`config.mk`:
```
export PLATFORM = sky130hd
export DESIGN_NAME = lds_ram
export DESIGN_NICKNAME = d
export VERILOG_FILES = /design/src/design/lds_ram.sv
export SDC_FILE = /design/constraint.sdc
export NUM_CORES = 1
export LEC_CHECK = 0
export BUFFER_PORTS_ARGS = -buffer_cell sky130_fd_sc_hd__buf_2
export CORE_ASPECT_RATIO = 0.7
export CORE_MARGIN = 2
export CORE_UTILIZATION = 50
export CTS_CLUSTER_DIAMETER = 40
export DETAILED_ROUTE_END_ITERATION = 8
export GPL_ROUTABILITY_DRIVEN = 0
export PLACE_DENSITY = 0.75
export REMOVE_ABC_BUFFERS = 1
export SKIP_LAST_GASP = 1
export SYNTH_ARGS = -nofsm -noshare
export SYNTH_HDL_FRONTEND = slang
export SYNTH_SLANG_ARGS = --single-unit
```
`constraint.sdc`:
```
create_clock -name clk -period 4.29 [get_ports clk]
set_input_delay 1.287 -clock clk [delete_from_list [all_inputs] [get_ports clk]]
set_output_delay 1.287 -clock clk [all_outputs]
set_load 0.005 [all_outputs]
```
`src/design/lds_ram.sv`:
```
module lds_ram #(
  parameter int WIDTH = 32,
  parameter int DEPTH = 17
) (
  input  logic                     clk,
  input  logic                     we,
  input  logic [$clog2(DEPTH)-1:0] waddr,
  input  logic [WIDTH-1:0]         wdata,
  input  logic                     re,
  input  logic [$clog2(DEPTH)-1:0] raddr,
  output logic [WIDTH-1:0]         rdata
);

  logic [WIDTH-1:0] mem [DEPTH];

  always_ff @(posedge clk) begin
    if (we) begin
      mem[waddr] <= wdata;
    end
    if (re) begin
      rdata <= mem[raddr];
    end
  end

endmodule

```
==> impl_results.md <==
* Startpoint types: primary input
* Clock Power Share at about 40%
* WHS Path Cells at 2
* Static Leak at around 7.8 nW
* CTS root buf: clkbuf_16
* Sw frac at 20.4%
* Global route total overflow at 0
* Final setup fails at 0
* CTS HTree Levels at 2
* Period utilization at between 60% and 70%
* Diode count at 0
* Max Clk Rate at ~360 MHz
* Ports at 77
* Top-count cell post-synth: edfxtp_1
* Required @ worst endpoint at about 4600 ps
* Routed Antenna Nets at 0
* Final Hold Vio Count at 0
* R2R cell count at 3
* Final net count at 1077
* Syn Area/Cell at between 20 and 25 sq um
* Post_cts resized at 0
* Critical Path End Type: register
* Mapped Area at ~0.022 sq mm
* Hold Crit Class: reg -> reg
* Drt wl/cell at between 20 and 30 microns
* Simple-gate share of the synthesized area at under 10%
* Final Hold Slack at 652 ps
* Antenna violations before repair at 0
* Vias at 9924
* Area share of the largest cell type after synthesis at roughly four fifths
* Fin crit period at 2750 ps
* Reg-to-reg endpoint: rdata[0]
* Top post-synthesis cells by area: edfxtp_1 79%, mux4_2 12%, a221oi_2 1.7%, mux2i_1 1.5%, mux4_1 0.84%
* CP Data Arrival Time at about 3000 ps
* Post-synthesis xor/xnor area fraction at 0%
* Seq/Total Area, Yosys at 78.9%
* Switching power at approximately 2.3 mW
* R2R Setup Slk at ~2700 ps
* Die area at between 0.04 and 0.05 sq mm
* Largest net degree at the start of global routing at 66
* Synth Flop Type: edfxtp_1
* Combinational family with the most area after synthesis: multiplexers
* Starting Density at around half
* Maximum clock path buffer count at 3
* Seq pwr share at a little under three fifths
* Post-synthesis adder-cell area fraction at 0%
* Max Cap Violations at 0
* Die W at 254 microns
* Skew final at just over 8 ps
* Pre-CTS setup slack at between 900 and 1000 ps
* CP max-delay cell: nor2_4
* FF-to-FF Start: mem[7][0]
* RSZ-0062 raised after global routing: no
* Design area at approximately 0.025 sq mm
* Synth top cells by count: 576 x edfxtp_1, 121 x mux4_2, 47 x nor2_1
* Drt drc at 0
* Pwr/cell area at around 450 mW/mm^2
* CTS tree: done
* Slew headroom at a little over a fifth
* Hold path startpoint: mem[16][2]
* Vias in the first global route at 10200
* Crit path buf inv count at 2
* Hpwl dp at between 20000 and 25000 microns
* Crit path max-delay family: simple AND/OR/NAND/NOR gates
* Synth Area in Compound Gates at under 10%
* Status: finished clean
* First-pass GRT wire length at between 60000 and 70000 microns
* Vias/cell at 5.97
* Synth area leader: edfxtp_1
* PnR worst setup slack at 1540 ps
* Core Footprint at between 0.04 and 0.05 sq mm
* GRT Overall Usage at between 20% and 30%
* Clk_lat worst skew at around 570 ps
* Hold buffers post-CTS at 0
* Setup CP Type: in -> reg
* TritonRoute pass-1 iters at 5
* YS warnings at 0
* Library cells used by synthesis at 26
* Register bit count reported by yosys at 576
* Internal Power at between 8 and 9 mW
* Logic gate share of total power at under 10%
* Worst Hold Path EP: rdata[2]
* Crit-path cells: buf_2 -> nor2b_1 -> nand3_1 -> nor2_4 -> buf_4
* Clock slew at reported path FFs at 60 ps
* Site Rows at between 60 and 70
* Critical-path maximum fanout at 18
* Initial DRC Count at around 1100
* Placed inst area at 0.0232 sq mm
* Mux cell area share after synthesis at 14.7%
* Number of I/O port buffers at 76
* Largest stage delay, worst path at 660 ps
* Share of cells above drive strength 1 at about a third
* Number of setup buffers added after CTS at 0
* Sink Count at 576
* VDD IR max at ~0.38 mV
* Async SR Flop Fraction at 0%
* Die Height at about 180 microns
* Num CTS Buffers at 52
* Pwr Total at 11.2 mW
* Final-report max-slew violation count at 0
* P&R area growth vs syn at 13.0%
* Number of flops mapped to enable cells by yosys at 576
* Synth Instances at 913
* Routed WL at approximately 45000 microns
* Worst Tran Pin Value at around 1200 ps
-- placed cells by master, fill, tap and decap left out, types with 3 or more instances in the layout --
| cell type | synthesis | final |
|---|---|---|
| edfxtp_1 | 576 | 576 |
| mux4_2 | 121 | 121 |
| buf_2 | 11 | 73 |
| clkbuf_16 | 0 | 53 |
| nor2_1 | 47 | 34 |
| mux2i_1 | 32 | 32 |
| buf_4 | 7 | 26 |
| a221oi_2 | 25 | 25 |
| o22ai_1 | 22 | 22 |
| nor2_4 | 0 | 13 |
| clkbuf_1 | 12 | 13 |
| buf_12 | 7 | 12 |
| o22ai_2 | 10 | 10 |
| clkinv_1 | 0 | 9 |
| a221oi_1 | 7 | 7 |
| mux4_1 | 7 | 7 |
| clkinv_2 | 0 | 6 |
| nand2_1 | 4 | 4 |
| bufinv_16 | 0 | 3 |
-- cell families after synthesis --
| kind of cell | after synthesis |
|---|---|
| muxes | 160 |
| buffers and inverters | 49 |
| DFF | 576 |
| and+or+nand+nor | 64 |
| AOI/OAI and AO/OA | 64 |
-- worst max-delay path by stage --
stage | start | to | slack [ps] | depth (start not counted)
final | waddr[4] | mem[15][22] | 1540 | 5
after global routing | waddr[4] | mem[15][22] | 1460 | 5
after CTS | waddr[4] | mem[15][22] | 1560 | 5
after detailed placement | waddr[4] | mem[15][22] | 980 | 5
after global placement | waddr[4] | mem[15][3] | 1020 | 5
after floorplan | we | mem[8][0] | -280 | 3
-- stage by stage --
step	utilization, %	setup TNS, ps	std cells
floorplan	-	-19100	865
global placement	53.3	0	1572
detailed placement	53.3	0	1572
CTS	57.0	0	1662
global route	57.0	0	1662
finish	57.0	0	1662
-- final cells by class --
cell class              instances  area, sq um
fillers                      3089        18700
flip-flops and latches        576        17300
multi-input cells             288         4330
clock buffers                  66         1380
repair buffers                113          823
well taps                     594          743
clock inverters                24          209
inverters                       1         3.75
-- worst min-delay path: cells and delay by family, from the launching register on --
family | cells | cell delay, ps
AOI/OAI and AO/OA | 1 | 150
DFF | 1 | 320
and+or+nand+nor | 1 | 40
-- state kept, by name (all words and copies together) (netlist names) --
signal and cells:
mem 544, rdata 32
-- power groups by stage --
stage               registers [mW]  logic, mW  clock network, mW
global route                  6.31      0.584               4.68
finish                        6.31      0.543               4.39
global placement              6.43      0.530                  0
floorplan                     6.42      0.254                  0
CTS                           6.31      0.549               4.46
detailed placement            6.43      0.545                  0
-- per-layer routing --
metal	routed length [microns]	track usage, %	part of all wire, %
met5	0	0	0
met2	20700	30.6	46
met4	597	4.12	1.3
met3	3830	3.73	8.5
met1	19900	31.3	44
(Power assumes the default switching activity.)
