===== config.mk =====
export PLATFORM = sky130hd
export DESIGN_NAME = lds_div
export DESIGN_NICKNAME = d
export VERILOG_FILES = /design/src/design/lds_pkg.sv /design/src/design/lds_div.sv
export SDC_FILE = /design/constraint.sdc
export NUM_CORES = 1
export LEC_CHECK = 0
export BUFFER_PORTS_ARGS = -buffer_cell sky130_fd_sc_hd__buf_4
export CORE_ASPECT_RATIO = 0.9
export CORE_MARGIN = 3
export CORE_UTILIZATION = 25
export CTS_BUF_LIST = sky130_fd_sc_hd__clkbuf_4 sky130_fd_sc_hd__clkbuf_8
export DETAILED_ROUTE_END_ITERATION = 8
export MAX_ROUTING_LAYER = met4
export PLACE_DENSITY_LB_ADDON = 0.05
export RECOVER_POWER = 50
export SLEW_MARGIN = 20
export SYNTH_ARGS = -nofsm -noshare
export SYNTH_HDL_FRONTEND = slang
export SYNTH_SLANG_ARGS = --single-unit

===== constraint.sdc =====
create_clock -name clk -period 3.68 [get_ports clk]
set_clock_uncertainty 0.2 [all_clocks]
set_input_delay 0.184 -clock clk [delete_from_list [all_inputs] [get_ports clk]]
set_output_delay 0.184 -clock clk [all_outputs]
set_load 0.02 [all_outputs]

===== src/design/lds_pkg.sv =====
package lds_pkg;

  localparam int MAX_ORDER_DEF = 16;
  localparam int COEF_FRAC_DEF = 27;
  localparam int K_FRAC = 30;
  localparam int ERR_FRAC = 16;
  localparam int ORDER_W = 5;
  localparam logic [ORDER_W-1:0] ORDER_RST = 5'd10;

  typedef enum logic [1:0] {
    ST_OK         = 2'd0,
    ST_R0_ZERO    = 2'd1,
    ST_ERR_NONPOS = 2'd2,
    ST_SAT        = 2'd3
  } status_t;

  typedef enum logic [4:0] {
    S_LOAD, S_INIT, S_DOT_RD, S_DOT_MUL, S_DOT_ACC, S_DIV_GO, S_DIV_WAIT,
    S_CPY_RD, S_CPY_WR, S_UPD_RD, S_UPD_MUL, S_UPD_WR, S_AM, S_SQ_CHK,
    S_EH_MUL, S_EL_MUL, S_E_SUM, S_E_CHK, S_OUT_RD, S_OUT_EMIT, S_FAIL
  } state_t;

endpackage


===== src/design/lds_div.sv =====
module lds_div #(
  parameter int SHIFT = 19
) (
  input  logic        clk,
  input  logic        rst_n,
  input  logic        start,
  input  logic [63:0] num_mag,
  input  logic        num_neg,
  input  logic [47:0] den,
  output logic        done,
  output logic [31:0] k
);
  import lds_pkg::*;

  localparam int NBITS = 64 + SHIFT;
  localparam int CW = $clog2(NBITS + 1);
  localparam logic [32:0] CAP = 33'h1_0000_0000;

  logic [NBITS-1:0] num_r;
  logic [47:0]      den_r;
  logic [47:0]      rem_r;
  logic [32:0]      q_r;
  logic             neg_r;
  logic [CW-1:0]    cnt_r;
  logic             run_r;
  logic             done_r;
  logic [48:0]      rem_sh;
  logic             qb;
  logic [33:0]      q_sh;
  logic [32:0]      q_nxt;

  always_comb begin
    rem_sh = {rem_r, num_r[NBITS-1]};
    qb     = (rem_sh >= {1'b0, den_r});
    q_sh   = {q_r, qb};
    q_nxt  = (q_sh > {1'b0, CAP}) ? CAP : q_sh[32:0];
  end

  always_ff @(posedge clk) begin
    if (!rst_n) begin
      run_r  <= 1'b0;
      done_r <= 1'b0;
      cnt_r  <= '0;
    end else begin
      done_r <= 1'b0;
      if (start) begin
        run_r <= 1'b1;
        cnt_r <= CW'(NBITS);
      end else if (run_r) begin
        cnt_r <= cnt_r - 1'b1;
        if (cnt_r == CW'(1)) begin
          run_r  <= 1'b0;
          done_r <= 1'b1;
        end
      end
    end
  end

  always_ff @(posedge clk) begin
    if (start) begin
      num_r <= {num_mag, {SHIFT{1'b0}}};
      den_r <= den;
      neg_r <= num_neg;
      rem_r <= '0;
      q_r   <= '0;
    end else if (run_r) begin
      num_r <= {num_r[NBITS-2:0], 1'b0};
      rem_r <= qb ? 48'(rem_sh - {1'b0, den_r}) : rem_sh[47:0];
      q_r   <= q_nxt;
    end
  end

  always_comb begin
    if (neg_r) begin
      k = (q_r > 33'h0_7FFF_FFFF) ? 32'h7FFF_FFFF : q_r[31:0];
    end else if (q_r > 33'h0_8000_0000) begin
      k = 32'h8000_0000;
    end else begin
      k = 32'(33'd0 - q_r);
    end
  end

  assign done = done_r;

endmodule


==> results of run 1 <==
placed cells by master, fill, tap and decap left out, drive strengths merged, types with 15 or more instances in the layout:
cell,n
o311ai,22
clkbuf,117
or3,16
xor2,18
edfxtp,113
xnor2,25
o21ai,56
ha,52
dfxtp,90
nor3,22
dlygate4sd3,116
nand4,17
nand2,132
a21oi,69
buf,210
a21o,30
inv,85
nor2,111
a31oi,15
mux2,63
nand3,18
a22o,30
a311oi,36
Yosys cell counts, drive strengths merged (9+ instances only):
cell | instances | share of area (%)
o21a | 12 | 0.76
nand2b | 9 | 0.48
mux2 | 63 | 6.0
clkbuf | 71 | 2.3
o311ai | 22 | 1.6
edfxtp | 113 | 29
a311oi | 36 | 2.7
nand3 | 18 | 0.76
o21ai | 56 | 2.4
ha | 52 | 5.5
a22o | 30 | 2.2
nor3 | 22 | 0.93
and2 | 10 | 0.55
or3 | 16 | 0.93
xor2 | 18 | 1.3
nor2 | 111 | 3.5
o21bai | 12 | 0.76
a211oi | 12 | 0.76
a31oi | 15 | 0.80
a21o | 30 | 1.9
buf | 9 | 0.55
nand4 | 17 | 0.90
nand2 | 132 | 4.2
inv | 82 | 2.6
xnor2 | 25 | 1.9
a21oi | 69 | 2.9
dfxtp | 90 | 15
stage by stage:
stage | instance area (sq um) | hold slack, ns | instances | utilization, %
floorplan | 11800 | 0.08287 | 1249 | -
global placement | 14130 | 0.1622 | 2019 | 30.70
detailed placement | 14130 | 0.1635 | 2019 | 30.70
CTS | 16360 | 0.008384 | 2217 | 35.54
global route | 17140 | 0.07245 | 2238 | 37.24
finish | 17140 | 0.1087 | 2238 | 37.24
area by class of cell:
class	instances	area, sq um
Fill cell	4686	28880
Multi-Input combinational cell	884	6611
Sequential cell	203	5201
Timing Repair Buffer	383	3442
Tap cell	608	760.7
Clock buffer	60	725.7
Inverter	82	307.8
Clock inverter	13	76.32
Antenna cell	5	12.51
power groups by stage:
| stage | logic (W) | clock network, W | registers (W) |
|---|---|---|---|
| floorplan | 0.00102 | 0 | 0.00270 |
| global placement | 0.00164 | 0 | 0.00274 |
| detailed placement | 0.00162 | 0 | 0.00274 |
| CTS | 0.00178 | 0.00251 | 0.00270 |
| global route | 0.00205 | 0.00261 | 0.00271 |
| finish | 0.00185 | 0.00237 | 0.00269 |
routing by layer:
| metal | global-route usage, % | up-vias | wire length (um) | part of all wire [%] |
|---|---|---|---|---|
| li1 | - | 5315 | - | - |
| met1 | 21.40 | 5075 | 19210 | 51 |
| met2 | 22.00 | 145 | 16570 | 44 |
| met3 | 2.931 | 55 | 1466 | 3.9 |
| met4 | 4.516 | 0 | 783 | 2.1 |
| met5 | - | - | 0 | 0 |
cells by family after synthesis:
| kind of cell | count (synthesis) | share of synthesized area (%) |
|---|---|---|
| buffers and inverters | 162 | 5.420 |
| AO/OA/AOI/OAI | 337 | 19.97 |
| flip-flops | 203 | 44.04 |
| multiplexers | 68 | 6.439 |
| XOR/XNOR | 43 | 3.193 |
| AND/OR/NAND/NOR | 383 | 15.24 |
| adder cells (fa/ha/maj) | 53 | 5.686 |
sequential cells by signal, indices dropped and copies added, names as in the netlist:
| signal | flops |
|---|---|
| cnt_r | 7 |
| den_r | 48 |
| done | 1 |
| neg_r | 1 |
| num_r | 64 |
| q_r | 33 |
| rem_r | 48 |
| run_r | 1 |
path summary, 6_finish.rpt:
kind	start	end	cells after the start	slack, ns
max	q_r[9]$_SDFFE_PP0P_	k[3]	15	-0.40
min	den[9]	den_r[9]$_DFFE_PP_	2	0.11
max reg2reg	q_r[9]$_SDFFE_PP0P_	q_r[30]$_SDFFE_PP0P_	10	0.16
min reg2reg	rem_r[43]$_SDFFE_PP0P_	rem_r[43]$_SDFFE_PP0P_	2	0.29
repair_timing:
action,4_1_cts,5_1_grt
endpoints found under the setup margin,41,99
hold buffers,116,0
setup buffers,9,12
pin swaps,11,26
resized for setup,36,117
gates cloned,0,5
hold endpoints to repair,153,0
==> results_dict.tcl, run 1 <==
set metrics [dict create \
    synth_edf_count 113 \
    cp_num_buf_inv 6 \
    switching_share_pct 31.33 \
    yosysWarnings 0 \
    start_util_pct 25.63 \
    vias 10590 \
    drc_errors 0 \
    cpMaxStageDelayCell "or4_4" \
    cts_inserted_buffers 41 \
    grt_pass1_wl_um 59830 \
    p_leak_nw 7.035 \
    ys.flop_type "edfxtp_1" \
    async_reset_ff_share_pct 0 \
    io_pins 149 \
    worst_pin_slew_ns 2.993 \
    synth_area_sq_um 11800 \
    powerDensity_nw_per_um2 403.3 \
    fin_crit_sh_pct 110.8 \
    cts_tree "built" \
    wl_um 38030 \
    clockPowerShare_pct 34.3 \
    hp-class "in2reg" \
    path_clk_slew_ns 0.06 \
    seq_power_share_pct 39.0 \
    cts.sinks 203 \
    grt_max_degree 121 \
    path_cells "or4_4 > buf_6 > nor4b_4 > buf_4 > and4_1 > nand3b_1 > o41ai_4 > buf_4 > nand2b_4 > buf_12 > buf_4 > nor3_4 > o21ai_2 > o311ai_4 > buf_6" \
    cap_violations 1 \
    ys_ff_latch 203 \
    antenna_found_initial 5 \
    grtUsageTotal_pct 15.17 \
    core_region_area_sq_um 46020 \
    crit_fanout 5 \
    ir_drop_uv 212.6 \
    p_int_w 0.004746 \
    violations "capacitance limit, slew limit, setup timing" \
    gp_routability_congestion 0.7892 \
    numPortBuffers 148 \
    fp-row-count 74 \
    final.min_clock_period_ns 4.077 \
    tns_ns -12.93 \
    max_stage_delay_ns 0.54 \
    crit_family "simple AND/OR/NAND/NOR gates" \
    htreeDepth 2 \
    p_comb_share_pct 26.7 \
    setup_slack_ns -0.3966 \
    via_per_inst 4.732 \
    detail_route.wl_per_cell_um 16.99 \
    final-hold-violation-count 0 \
    max_slew_margin_pct -99.53 \
    crit_required_ns 3.30 \
    first_global_vias 10800 \
    clk_path_buf_depth 3 \
    hpwl_um 25660 \
    fp.dieArea_sq_um 49830 \
    root_buffer "clkbuf_8" \
    ys_types 68 \
    power_w 0.006911 \
    seq_area_frac_synth_pct 44.04 \
    final_layout_size_suffix_gt1_share_pct 29.85 \
    crit_path_frequent_cell "buf_4" \
    pre_cts_ws_ns -0.09178 \
    first_pass_iters 4 \
    start_kind "flop" \
    synth.avg_cell_area_sq_um 9.444 \
    status "complete, but fails checks" \
    syn2layout_area_growth_pct 45.30 \
    grt_setup_unrepaired "yes" \
    initialDrtViolationCount 488 \
    finalNetCount 1764 \
    finalSetupViolCount 138 \
    p_sw_w 0.002165 \
    max_freq_mhz 245.3 \
    worstSetupPathType "reg2out" \
    ant_nets 0 \
    cp-end-kind "primary output" \
    cp.arrival_ns 3.69 \
    clock_latency_ns 0.61 \
    syn_nets 1418 \
    die_x_um 235.0 \
    syn-instance-count 1249 \
    grt-ovfl-total 0 \
    fp.dieH_um 212.1 \
    drv_slew 53 \
]
No activity file was read; power rests on OpenSTA's default activity.
==> run 2: changes to the inputs <==
--- a/config.mk
+++ b/config.mk
@@ -6,7 +6,7 @@
 export NUM_CORES = 1
 export LEC_CHECK = 0
 export BUFFER_PORTS_ARGS = -buffer_cell sky130_fd_sc_hd__buf_4
-export CORE_ASPECT_RATIO = 0.9
+export CORE_ASPECT_RATIO = 0.5
 export CORE_MARGIN = 3
 export CORE_UTILIZATION = 25
 export CTS_BUF_LIST = sky130_fd_sc_hd__clkbuf_4 sky130_fd_sc_hd__clkbuf_8
==> run 2 against run 1 <==
  * The run still ends with capacitance limit, slew limit, setup timing left
  * Non-clock buffer count fell by 12
  * Final area fell by 0.99%
  * Global-route usage fell by 0.81 points
  * Core utilization fell by 0.28 points
  * Critical path depth fell by 6
  * Register-to-register slack got worse by 0.07 ns
  * Sequential power barely moved
  * First-iteration DRC count fell by 17%
  * Setup slack improved by 0.082 ns
  * Count of clock-buffer cells in the layout fell by 11
  * Critical endpoint is now k[19]
==> results_dict.tcl, run 2 (synthesis gave the netlist of run 1 again) <==
set metrics [dict create \
    io_pins 149 \
    cp.arrival_ns 3.61 \
    grt_setup_unrepaired "yes" \
    root_buffer "clkbuf_8" \
    start_kind "flop" \
    final-instance-count-excl-fill 2235 \
    path_clk_slew_ns 0.07 \
    hpwl_um 24610 \
    grt-ovfl-total 0 \
    largest_reg_flops 64 \
    violations "capacitance limit, slew limit, setup timing" \
    gp_routability_congestion 0.8202 \
    crit_required_ns 3.30 \
    cts_inserted_buffers 37 \
    cap_violations 1 \
    detail_route.wl_per_cell_um 16.01 \
    ant_nets 0 \
    numPortBuffers 148 \
    layout_commonest_cell "buf_4" \
    p_comb_share_pct 26.9 \
    status "complete, but fails checks" \
    antenna_found_initial 0 \
    seq_power_share_pct 39.9 \
    max_stage_delay_ns 0.56 \
    clock_latency_ns 0.57 \
    ir_drop_uv 219.9 \
    dpl_cell_area_sq_um 14030 \
    first_global_vias 10860 \
    worstHoldPathCells 2 \
    final-hold-violation-count 0 \
    grt_pass1_wl_um 57850 \
    cp-end-kind "primary output" \
    top_register "num_r" \
    initialDrtViolationCount 406 \
    wl_um 35790 \
    clockPowerShare_pct 33.1 \
    p_sw_w 0.002076 \
    setup_slack_ns -0.3149 \
    top_regs "num_r (64), den_r (48), rem_r (48)" \
    fillCellCount 4713 \
    first_pass_iters 4 \
    max_freq_mhz 250.3 \
    powerDensity_nw_per_um2 396.0 \
    fp-row-count 55 \
    final_layout_size_suffix_gt1_share_pct 28.98 \
    cts.sinks 203 \
    p_int_w 0.004643 \
    cpMaxStageDelayCell "or4_4" \
    max_slew_margin_pct -48.84 \
    p_leak_nw 6.917 \
    whs_ns 0.1604 \
    crit_path_frequent_cell "or3_4" \
    cts_tree "built" \
    core_region_area_sq_um 45900 \
    syn2layout_area_growth_pct 43.85 \
    grt_max_degree 105 \
    path_cells "or4_4 > or3_4 > or3_4 > or3_4 > or3_4 > or3_1 > a21oi_2 > o22a_1 > buf_6" \
    hp-class "in2reg" \
    drc_errors 0 \
    final_util_pct 36.97 \
    fp.dieH_um 159.6 \
    htreeDepth 2 \
    tns_ns -7.332 \
    worstSetupPathType "reg2out" \
    placed_cells 2025 \
    fp.dieArea_sq_um 49980 \
    layout_common_cells "156 x buf_4, 128 x nand2_1, 115 x dlygate4sd3_1" \
    fin_crit_sh_pct 108.6 \
    via_per_inst 4.732 \
    die_x_um 313.2 \
    grtUsageTotal_pct 14.36 \
    final.min_clock_period_ns 3.995 \
    start_util_pct 25.70 \
    crit_fanout 4 \
    finalNetCount 1748 \
    vias 10580 \
    reg2regPathDepth 10 \
    worst_pin_slew_ns 2.233 \
    finalSetupViolCount 31 \
    design_area_sq_um 16970 \
    num_antenna_cells 0 \
    switching_share_pct 30.90 \
    clk_path_buf_depth 3 \
    drv_slew 38 \
]
==> run 2: cell types whose count changed in the layout (fill, tap and decap cells not counted), sizes merged <==
cell         change
buf             -11
clkbuf          -11
clkinv           +6
diode            -5
inv              -3
clkinvlp         +2
bufinv           +1
dlygate4sd3      -1
==> run 2: per-layer routing <==
layer | share of wire, % | GRT usage, % | wire, um
met4 | 1.3 | 2.615 | 461
met5 | 0 | - | 0
met2 | 45 | 22.21 | 16180
met1 | 49 | 19.59 | 17700
met3 | 4.0 | 2.874 | 1444
==> run 2: path summary, 6_finish.rpt <==
| kind | start | to | slack, ns |
|---|---|---|---|
| max | q_r[6]$_SDFFE_PP0P_ | k[19] | -0.31 |
| min | den[31] | den_r[31]$_DFFE_PP_ | 0.16 |
| max reg2reg | q_r[6]$_SDFFE_PP0P_ | q_r[14]$_SDFFE_PP0P_ | 0.09 |
| min reg2reg | rem_r[22]$_SDFFE_PP0P_ | rem_r[23]$_SDFFE_PP0P_ | 0.29 |
==> run 2: layout make-up <==
| type | instances | area, sq um | area share [%] |
|---|---|---|---|
| clock inverter | 19 | 115.1 | 0.6784 |
| tap | 627 | 784.5 | 4.624 |
| clock buffer | 49 | 630.6 | 3.717 |
| timing repair buffer | 371 | 3338 | 19.67 |
| sequential | 203 | 5201 | 30.65 |
| inverter | 82 | 307.8 | 1.814 |
| multi-input combinational | 884 | 6590 | 38.84 |
==> run 2: critical path: cells and delay by family, from the launching register on <==
kind,cells,cell delay [ns]
DFF,1,0.31
buffers and inverters,1,0.13
AOI/OAI and AO/OA,2,0.30
and+or+nand+nor,6,2.32
==> run 2: stage by stage <==
stage | power [W] | worst slack (ns)
6_report | 0.006720 | -0.3149
2_1_floorplan | 0.003725 | -0.008727
4_1_cts | 0.006796 | -0.4003
5_1_grt | 0.007176 | -0.4813
3_3_place_gp | 0.004312 | -0.1067
3_5_place_dp | 0.004311 | -0.1923
==> run 2: timing repair <==
item                                    4_1_cts  5_1_grt
hold endpoints to repair                    155        0
gates resized for setup                      73       80
endpoints found under the setup margin       35      101
setup buffers                                16        7
gates cloned                                  2        4
pin swaps                                    14       25
hold buffers                                115        0
==> run 2: power by group through the flow <==
stage | clock network (W) | logic [W] | registers (W)
final | 0.00223 | 0.00181 | 0.00268
after global routing | 0.00246 | 0.00201 | 0.00270
after CTS | 0.00236 | 0.00176 | 0.00268
after detailed placement | 0 | 0.00158 | 0.00273
after global placement | 0 | 0.00158 | 0.00273
after floorplan | 0 | 0.00102 | 0.00270
==> run 3: changes to the inputs <==
--- a/config.mk
+++ b/config.mk
@@ -14,6 +14,7 @@
 export MAX_ROUTING_LAYER = met4
 export PLACE_DENSITY_LB_ADDON = 0.05
 export RECOVER_POWER = 50
+export REMOVE_ABC_BUFFERS = 1
 export SLEW_MARGIN = 20
 export SYNTH_ARGS = -nofsm -noshare
 export SYNTH_HDL_FRONTEND = slang
==> run 3 against run 2 <==
  * The run still ends with capacitance limit, slew limit, setup timing left
  * Critical path type unchanged
  * Sequential power about the same
  * Final area grew 0.24%
  * Fmax shrank 1.4%
  * Clock power about the same
==> results_dict.tcl, run 3 (synthesis gave the netlist of run 1 again) <==
set metrics [dict create \
    status "complete, but fails checks" \
    violations "capacitance limit, slew limit, setup timing" \
    grt-ovfl-total 0 \
    final-hold-violation-count 0 \
    dpl_cell_area_sq_um 14050 \
    setup_slack_ns -0.3731 \
    io_pins 149 \
    top_register "num_r" \
    power_w 0.006705 \
    ir_drop_uv 202.3 \
    drc_errors 0 \
    clock_latency_ns 0.57 \
    start_util_pct 25.70 \
    path_clk_slew_ns 0.06 \
    root_buffer "clkbuf_8" \
    largest_reg_flops 64 \
    busiest_layer "met2" \
    fp-row-count 55 \
    powerDensity_nw_per_um2 394.2 \
    final.min_clock_period_ns 4.053 \
    via_per_inst 4.718 \
    final-instance-count-excl-fill 2234 \
    top_regs "num_r (64), den_r (48), rem_r (48)" \
    finalSetupViolCount 40 \
    fp.dieH_um 159.6 \
    drv_slew 69 \
    cts_tree "built" \
    clk_path_buf_depth 3 \
    cts_inserted_buffers 35 \
    rrSetupSlack_ns -0.01 \
    grt_setup_unrepaired "yes" \
    vias 10540 \
    numPortBuffers 148 \
    first_pass_iters 4 \
    tns_ns -7.354 \
    met1_usage_pct 19.50 \
    core_region_area_sq_um 45900 \
    die_x_um 313.2 \
    p_leak_nw 6.933 \
    layout_common_cells "163 x buf_4, 131 x nand2_1, 115 x dlygate4sd3_1" \
    worstSetupPathType "reg2out" \
    design_area_sq_um 17010 \
    first_global_vias 11070 \
    final_layout_size_suffix_gt1_share_pct 29.64 \
    crit_fanout 6 \
    cp.arrival_ns 3.67 \
    layout_commonest_cell "buf_4" \
    ant_nets 0 \
    whs_ns 0.1495 \
    met3_usage_pct 2.861 \
    grtUsageMet2_pct 24.17 \
    worst_pin_slew_ns 1.718 \
    min_to "den_r[15]$_DFFE_PP_" \
    antenna_found_initial 1 \
    max_freq_mhz 246.7 \
    grtUsageTotal_pct 15.01 \
    cts.sinks 203 \
    wl_um 36790 \
    start_kind "flop" \
    gp_routability_congestion 0.8176 \
    cp-end-kind "primary output" \
    hold_path_startpoint "den[15]" \
    hpwl_um 24840 \
    hp-class "in2reg" \
    crit_required_ns 3.30 \
    cap_violations 1 \
    fp.dieArea_sq_um 49980 \
    worst_r2r_endpoint "q_r[14]$_SDFFE_PP0P_" \
    r2r_start "q_r[2]$_SDFFE_PP0P_" \
    htreeDepth 2 \
    fillCellCount 4689 \
    finalNetCount 1749 \
    grt_max_degree 89 \
    fin_crit_sh_pct 110.1 \
    placed_cells 2030 \
    max_slew_margin_pct -14.55 \
    worstHoldPathCells 2 \
    reg2regPathDepth 12 \
    grt_pass1_wl_um 59560 \
    initialDrtViolationCount 434 \
    syn2layout_area_growth_pct 44.20 \
    detail_route.wl_per_cell_um 16.47 \
]
==> run 3: final cells by class <==
type / count / area, sq um / area share, %
Antenna cell: 1 / 2.502 / 0.01471
Clock buffer: 46 / 601.8 / 3.538
Timing Repair Buffer: 371 / 3307 / 19.44
Tap cell: 627 / 784.5 / 4.612
Clock inverter: 17 / 141.4 / 0.8313
Inverter: 82 / 307.8 / 1.810
Multi-Input combinational cell: 887 / 6664 / 39.18
Sequential cell: 203 / 5200 / 30.57
==> run 3: metrics by stage <==
stage | worst slack, ns | utilization, %
after global routing | -0.5341 | 37.06
after CTS | -0.4123 | 36.53
final | -0.3731 | 37.06
after floorplan | -1.298 | -
after global placement | 0.01467 | 30.62
after detailed placement | -0.02006 | 30.62
==> run 3: report_power, final <==
| part | total, W | internal, W | switching, W |
|---|---|---|---|
| clock | 0.00224 | 0.00122 | 0.00102 |
| combinational | 0.00178 | 0.000827 | 0.000957 |
| sequential | 0.00268 | 0.00260 | 0.0000842 |
==> run 3: metal layers <==
metal / wire length [um] / share of wire [%]
met5: 0 / 0
met4: 574 / 1.6
met3: 1258 / 3.4
met2: 17310 / 47
met1: 17650 / 48
==> run 3: how the worst max path moves through the flow <==
stage / startpoint / end / cells after the start
after global routing: q_r[6]$_SDFFE_PP0P_ / k[18] / 11
after global placement: den_r[20]$_DFFE_PP_ / q_r[14]$_SDFFE_PP0P_ / 14
after CTS: q_r[6]$_SDFFE_PP0P_ / k[19] / 9
after detailed placement: q_r[0]$_SDFFE_PP0P_ / k[24] / 12
final: q_r[2]$_SDFFE_PP0P_ / k[19] / 11
after floorplan: run_r$_SDFF_PN0_ / rem_r[43]$_SDFFE_PP0P_ / 3
==> run 3: critical path, stage by stage (launching register included) <==
cell and delay [ns]:
dfxtp_1 0.34, buf_4 0.17, nor2_1 0.14, nand4_1 0.15, or3_4 0.43, or3_4 0.38, or3_4 0.34, or3_4 0.36
or3_4 0.34, a21oi_2 0.14, o22a_1 0.19, buf_6 0.13
==> run 3: repair_timing <==
item | CTS | global route
cloned | 5 | 2
pin swaps | 16 | 13
buffers inserted | 11 | 7
gates resized for setup | 136 | 42
endpoints found under the setup margin | 35 | 106
endpoints found under the hold margin | 136 | 0
hold buffers | 115 | 0
